[src/hdl/lgu_pkg.sv]
// Shared types and constants for the loss and gradient unit.
package lgu_pkg;
  localparam int FracBits = 16;
  localparam int InWidth = FracBits + 1;
  localparam logic [31:0] Ln2Q32 = 32'd2977044472;

  typedef struct packed {
    logic [InWidth-1:0] output_value;
    logic [InWidth-1:0] expected_value;
    logic last;
  } in_word_t;

  typedef struct packed {
    logic signed [31:0] gradient;
    logic [31:0] cost_sum;
    logic end_of_vector;
    logic invalid;
  } out_word_t;
endpackage

[src/hdl/lgu_seq.sv]
// Shared datapath sequencer: one subtract-compare or one multiply per cycle.
module lgu_seq import lgu_pkg::*; (
  input  logic        clk,
  input  logic        rst,
  input  logic        start,
  input  logic        mode,
  input  in_word_t    word,
  output logic        done,
  output logic [31:0] grad_mag,
  output logic        grad_neg,
  output logic [33:0] cost_add,
  output logic        bad,
  output logic        div_zero
);
  localparam int FRAC_BITS = FracBits;
  localparam int OneW = FRAC_BITS + 2;
  localparam logic [OneW-1:0] OneFx = OneW'(1) << FRAC_BITS;
  localparam int QW = 2 * FRAC_BITS + 2;
  localparam int CW = $clog2(QW + 1) + 1;

  localparam logic [2:0] S_IDLE = 3'd0;
  localparam logic [2:0] S_DIV  = 3'd1;
  localparam logic [2:0] S_NORM = 3'd2;
  localparam logic [2:0] S_SQR  = 3'd3;
  localparam logic [2:0] S_LN   = 3'd4;
  localparam logic [2:0] S_DONE = 3'd5;

  logic [2:0] state;
  logic [CW-1:0] cnt;
  logic [OneW-1:0] mag;
  logic neg;
  logic [2*OneW-1:0] den;
  logic [2*OneW+1:0] rem;
  logic [QW-1:0] num;
  logic [QW-1:0] q;
  logic [OneW:0] y;
  logic [5:0] n;
  logic [FRAC_BITS-1:0] frac;
  logic [31:0] nl2;
  logic [63:0] prod;
  logic [2*OneW+1:0] sq;
  logic [OneW-1:0] oc, ec, mc, arg;
  logic [2*OneW+1:0] rs;

  // the dividend is mag << 2*FRAC_BITS; its bits above num start out in rem
  always_comb begin
    oc = (word.output_value > InWidth'(OneFx)) ? OneFx : OneW'(word.output_value);
    ec = (word.expected_value > InWidth'(OneFx)) ? OneFx : OneW'(word.expected_value);
    mc = (oc >= ec) ? oc - ec : ec - oc;
    sq = (2*OneW+2)'(y) * (2*OneW+2)'(y);
    rs = {rem[2*OneW:0], num[QW-1]};
  end

  always_ff @(posedge clk) begin
    if (rst) begin
      state <= S_IDLE;
      done <= 1'b0;
    end else begin
      done <= 1'b0;
      unique case (state)
        S_IDLE: if (start) begin
          neg <= oc < ec;
          mag <= mc;
          den <= (2*OneW)'(oc) * (2*OneW)'(OneFx - oc);
          num <= QW'(mc) << (2 * FRAC_BITS);
          rem <= (2*OneW+2)'(mc >> 2);
          q <= '0;
          cnt <= '0;
          arg <= (ec != 0) ? oc : OneFx - oc;
          bad <= 1'b0;
          state <= mode ? S_LN : S_DIV;
        end
        S_DIV: begin
          if (den == 0) begin
            state <= S_NORM;
            y <= (OneW+1)'(arg);
            n <= '0;
          end else begin
            num <= num << 1;
            if (rs >= (2*OneW+2)'(den)) begin
              rem <= rs - (2*OneW+2)'(den);
              q <= {q[QW-2:0], 1'b1};
            end else begin
              rem <= rs;
              q <= {q[QW-2:0], 1'b0};
            end
            cnt <= cnt + 1'b1;
            if (cnt == CW'(QW - 1)) begin
              state <= S_NORM;
              y <= (OneW+1)'(arg);
              n <= '0;
            end
          end
        end
        S_NORM: begin
          cnt <= '0;
          frac <= '0;
          if (y == 0) begin
            bad <= 1'b1;
            state <= S_DONE;
          end else if (y < (OneW+1)'(OneFx)) begin
            y <= y << 1;
            n <= n + 1'b1;
          end else begin
            state <= S_SQR;
          end
        end
        S_SQR: begin
          if (sq[FRAC_BITS +: OneW+2] >= (OneW+2)'(2 * OneFx)) begin
            y <= (OneW+1)'(sq[FRAC_BITS+1 +: OneW+1]);
            frac <= {frac[FRAC_BITS-2:0], 1'b1};
          end else begin
            y <= (OneW+1)'(sq[FRAC_BITS +: OneW+1]);
            frac <= {frac[FRAC_BITS-2:0], 1'b0};
          end
          cnt <= cnt + 1'b1;
          if (cnt == CW'(FRAC_BITS - 1)) begin
            state <= S_LN;
          end
        end
        S_LN: begin
          nl2 <= (32'(n) << FRAC_BITS) - 32'(frac);
          state <= S_DONE;
        end
        S_DONE: begin
          done <= 1'b1;
          state <= S_IDLE;
        end
        default: state <= S_IDLE;
      endcase
    end
  end

  always_comb begin
    prod = 64'(nl2) * 64'(Ln2Q32);
    grad_neg = neg;
    div_zero = (den == 0);
    if (mode) begin
      grad_mag = 32'(mag);
      cost_add = 34'((2*OneW)'(mag) * (2*OneW)'(mag) >> (FRAC_BITS + 1));
    end else begin
      if (den == 0) begin
        grad_mag = (mag == 0) ? 32'd0 : (neg ? 32'h8000_0000 : 32'h7FFF_FFFF);
      end else if (neg) begin
        grad_mag = (q > QW'(33'h8000_0000)) ? 32'h8000_0000 : 32'(q);
      end else begin
        grad_mag = (q > QW'(33'h7FFF_FFFF)) ? 32'h7FFF_FFFF : 32'(q);
      end
      // log of zero: large enough to saturate any sum, small enough not to wrap
      cost_add = bad ? 34'h1_FFFF_FFFF : 34'(prod[63:32]);
    end
  end
endmodule

[src/hdl/loss_and_gradient_unit.sv]
// Top level of the loss and gradient unit.
// In cross-entropy mode a word goes from acceptance to its result word through a 2*FRAC_BITS+2
// step shift-subtract divider, up to FRAC_BITS left shifts that normalize the log argument,
// one squaring per log bit, then the ln 2 scaling. When the output is 0 or one the divider
// steps are skipped, and a log of zero also skips the squaring and the scaling. Quadratic mode
// skips the divider, normalize and squaring steps. in_ready is low from acceptance until the
// result enters the output register, so the next word can be accepted in the cycle after;
// a result waiting there does not hold off the next word.
module loss_and_gradient_unit import lgu_pkg::*; (
  input  logic      clk,
  input  logic      rst,
  input  logic      cfg_we,
  input  logic      cfg_data,
  input  logic      in_valid,
  output logic      in_ready,
  input  in_word_t  in_data,
  output logic      out_valid,
  input  logic      out_ready,
  output out_word_t out_data
);
  logic mode, busy, done, bad, div_zero, grad_neg, last, inv, fin, move, v;
  logic [31:0] grad_mag, acc, a;
  logic [33:0] cost_add, sum;

  assign in_ready = !busy;
  assign sum = 34'(acc) + cost_add;
  assign move = (done || fin) && (!out_valid || out_ready);
  assign a = sum[33:32] != 0 ? 32'hFFFF_FFFF : sum[31:0];
  assign v = inv || (!mode && (bad || div_zero));

  lgu_seq u_seq (
    .clk, .rst, .start(in_valid && in_ready), .mode, .word(in_data), .done,
    .grad_mag, .grad_neg, .cost_add, .bad, .div_zero
  );

  always_ff @(posedge clk) begin
    if (rst) begin
      mode <= 1'b0;
      busy <= 1'b0;
      fin <= 1'b0;
      out_valid <= 1'b0;
      acc <= '0;
      inv <= 1'b0;
    end else begin
      if (cfg_we) mode <= cfg_data;
      if (in_valid && in_ready) begin
        busy <= 1'b1;
        last <= in_data.last;
      end else if (move) begin
        busy <= 1'b0;
      end
      if (move) begin
        fin <= 1'b0;
      end else if (done) begin
        fin <= 1'b1;
      end
      if (move) begin
        out_valid <= 1'b1;
        out_data.gradient <= grad_neg ? 32'd0 - grad_mag : grad_mag;
        out_data.cost_sum <= last ? a : 32'd0;
        out_data.end_of_vector <= last;
        out_data.invalid <= v;
        acc <= last ? 32'd0 : a;
        inv <= last ? 1'b0 : v;
      end else if (out_ready) begin
        out_valid <= 1'b0;
      end
    end
  end

`ifndef NO_ASSERTIONS
  a_no_start_busy: assert property (@(posedge clk) disable iff (rst)
    busy |-> !in_ready) else $error("accepted while busy");
  a_done_busy: assert property (@(posedge clk) disable iff (rst)
    done |-> busy) else $error("done without work");
  a_out_hold: assert property (@(posedge clk) disable iff (rst)
    out_valid && !out_ready |=> out_valid) else $error("result dropped");
  a_no_overrun: assert property (@(posedge clk) disable iff (rst)
    done |-> !fin) else $error("pending result overrun");
`endif
endmodule

[config.mk]
export PLATFORM = sky130hd
export DESIGN_NAME = loss_and_gradient_unit
export DESIGN_NICKNAME = d
export VERILOG_FILES = /design/src/hdl/lgu_pkg.sv /design/src/hdl/lgu_seq.sv /design/src/hdl/loss_and_gradient_unit.sv
export SDC_FILE = /design/constraint.sdc
export NUM_CORES = 2
export LEC_CHECK = 0
export ABC_AREA = 1
export BUFFER_PORTS_ARGS = -buffer_cell sky130_fd_sc_hd__clkbuf_2
export CORE_ASPECT_RATIO = 1.75
export CORE_UTILIZATION = 67
export CTS_BUF_LIST = sky130_fd_sc_hd__clkbuf_4 sky130_fd_sc_hd__clkbuf_8
export DETAILED_ROUTE_END_ITERATION = 12
export PLACE_DENSITY = 0.92
export SYNTH_ARGS = -nofsm -noshare
export SYNTH_HDL_FRONTEND = slang
export SYNTH_SLANG_ARGS = --single-unit
[constraint.sdc]
create_clock -name clk -period 12.15 [get_ports clk]
set_clock_uncertainty 0.2 [all_clocks]
set_input_delay 2.43 -clock clk [delete_from_list [all_inputs] [get_ports clk]]
set_output_delay 2.43 -clock clk [all_outputs]
set_load 0.1 [all_outputs]
==> reports/results.ini <==
[critical_path]
cp-start-kind = flop
slowest_delay_ns = 0.76
crit_top_cell = nand2_1
rr_startpoint = u_seq.nl2[16]$_DFFE_PP_
cp-end-kind = flop
path_class = flop to flop
crit_start = u_seq.nl2[16]$_DFFE_PP_
crit_slowest_cell = fa_1
crit_required_ns = 12.42
cp.arrival_ns = 11.05
crit_fanout = 24

[grt]
grt_overflow = 0
grt_pass1_vias = 59655
grt_pass1_wl_um = 302000
grt_max_degree = 74
grtUsageTotal = 0.395
antenna_found_initial = 4

[clock_network]
clkTransAtPathRegs_ns = 0.07
post_cts_buffers = 0
cts_tree = yes
ctsResizeCount = 0
ctsHtreeMaxLevel = 2
cts_root_buf = clkbuf_8
clkLatencyLatePin_ns = 0.73
hold_buffers = 0
cts_sinks = 324
cts_buffer_depth = 3
cts_made_buffers = 51

[synth]
yosys_warnings = 0
synthCells = 8051
synth_seq_cells = 324
synthDistinctLibCells = 71
synth-edff-count = 283
syn_area_um2 = 65900
seq_area_frac_synth = 0.141
synth_flop_cell = edfxtp_1
syn_area_per_cell_um2 = 8.18
async_flop_share = 0

[finish]
num-fill-cells = 7473
nets = 9931
postLayoutCoreUtil = 0.709
area_growth_pct = 4.55
drive_gt1_frac = 0.0486

[timing]
slew_headroom = 0.228
setup_viol = 0
timing.fmax_mhz = 92.7
rsz0062_at_grt = no
finalHoldViolCount = 0
fin_crit_sh = 0.888
period_needed_ns = 10.78
report.final.slew_viol_count = 0
setup_slack_ns = 1.37
setup_tns_ns = 0
tightest_slew_ns = 1.16

[die]
start_util = 0.678
io_pins = 109
die_x_um = 239
dieArea_um2 = 99600
rows = 151
fp.dieH_um = 417
core_area_um2 = 97100

[routing]
drc = 0
drt_iter0_drc = 4118
drt-vias-per-instance = 5.73
vias = 54292
ant_nets = 0
first_pass_iters = 6
wl_per_cell_um = 20.0
wl_um = 189000

[worst_hold_path]
worstHoldStart = acc[10]$_SDFFE_PP0P_
hp-class = flop to flop

[placement]
gp_congestion = 1.08
dp_hpwl_um = 158000
numPortBuffers = 108
detailedPlace.worstSlack_ns = 0.940

[run]
max-cap-violations = 0

[status]
status = finished, final reports clean

-- synth_stat cells (all sizes together) (2+ instances only) --
| library cell | n | area, um^2 |
|---|---|---|
| a211oi | 14 | 105 |
| a21boi | 10 | 82.6 |
| a21o | 35 | 263 |
| a21oi | 359 | 1810 |
| a221oi | 4 | 35.0 |
| a31oi | 30 | 188 |
| and3 | 4 | 25.0 |
| buf | 78 | 515 |
| clkbuf | 114 | 432 |
| clkinv | 11 | 41.3 |
| conb | 2 | 7.51 |
| dfxtp | 41 | 821 |
| edfxtp | 283 | 8500 |
| fa | 1077 | 21600 |
| ha | 686 | 8580 |
| inv | 2140 | 8030 |
| nand2 | 1610 | 6230 |
| nand3 | 179 | 933 |
| nand3b | 10 | 75.1 |
| nand4 | 64 | 400 |
| nor2 | 563 | 2200 |
| nor3 | 61 | 335 |
| nor4 | 28 | 181 |
| o2111ai | 6 | 52.6 |
| o211ai | 18 | 135 |
| o21a | 23 | 173 |
| o21ai | 288 | 1460 |
| o21bai | 28 | 229 |
| o221ai | 10 | 87.6 |
| o22ai | 9 | 56.3 |
| o311ai | 2 | 17.5 |
| o31ai | 8 | 60.1 |
| or2 | 11 | 68.8 |
| xnor2 | 107 | 937 |
| xor2 | 125 | 1110 |
-- cells in the final DEF, fill, tap and decap left out, drive strengths merged, types with 125 or more instances in the layout --
cell type / instances
nand3: 179
fa: 1077
o21ai: 288
inv: 2148
nor2: 563
clkbuf: 166
nand2: 1610
xor2: 125
edfxtp: 283
a21oi: 359
ha: 686
-- routing by layer --
layer	wire length [um]	up-vias	track usage	share of wire
met5	16	-	0	0.000084
met4	19100	4	0.334	0.10
met3	13300	1056	0.0662	0.070
met2	95400	2612	0.696	0.50
met1	61600	26172	0.406	0.33
li1	-	24448	-	-
-- state kept, by name (all words and copies together), names as in the netlist, 3 cells and up --
register	count
out_data	66
u_seq.rem	37
u_seq.den	35
u_seq.q	34
acc	32
u_seq.nl2	23
u_seq.y	19
u_seq.mag	18
u_seq.arg	17
u_seq.frac	16
u_seq.cnt	7
u_seq.n	6
u_seq.state	3
-- final cells by class --
type,count,area (um^2),area share
clock buffer,58,767,0.0111
sequential,324,9320,0.135
antenna,2,5.00,0.0000727
timing repair buffer,157,908,0.0132
inverter,2151,8070,0.117
multi-input combinational,5442,47800,0.694
tap,1300,1630,0.0236
clock inverter,38,393,0.00571
-- per-stage QoR --
stage	instances	instance area [um^2]	hold slack (ns)
2_1_floorplan	8109	66100	0.226
6_report	9472	68900	0.262
4_1_cts	9470	68900	0.263
3_5_place_dp	9374	67700	0.250
3_3_place_gp	9374	67700	0.242
5_1_grt	9472	68900	0.276
-- worst max-delay path, delay by kind of cell, from the launching register on --
family                     cells  cell delay, ns
AOI/OAI and AO/OA              5            0.94
DFF                            1            0.69
buffers and inverters          9            1.04
adders and majority gates     10            5.17
xor gates and xnor gates       1            0.14
and+or+nand+nor               16            2.32
-- kinds of logic after synthesis --
family,Yosys count,share of synthesized area
fa+ha+maj,1764,0.458
buf+inv,2343,0.137
compound gates,852,0.0733
other cells,2,0.000114
flops,324,0.141
xor+xnor,232,0.0311
simple gates,2533,0.159
mux,1,0.000152
-- path summary, 6_finish.rpt --
kind / to / slack [ns] / cells past startpoint
worst max-delay path: out_data[22]$_SDFFCE_PN0P_ / 1.37 / 41
worst min-delay path: acc[10]$_SDFFE_PP0P_ / 0.26 / 2
worst max register to register: out_data[22]$_SDFFCE_PN0P_ / 1.37 / 41
worst min register to register: acc[10]$_SDFFE_PP0P_ / 0.26 / 2
Power is not shown: default switching activity piles up to over one toggle a cycle in this logic, so the estimate is an artifact.
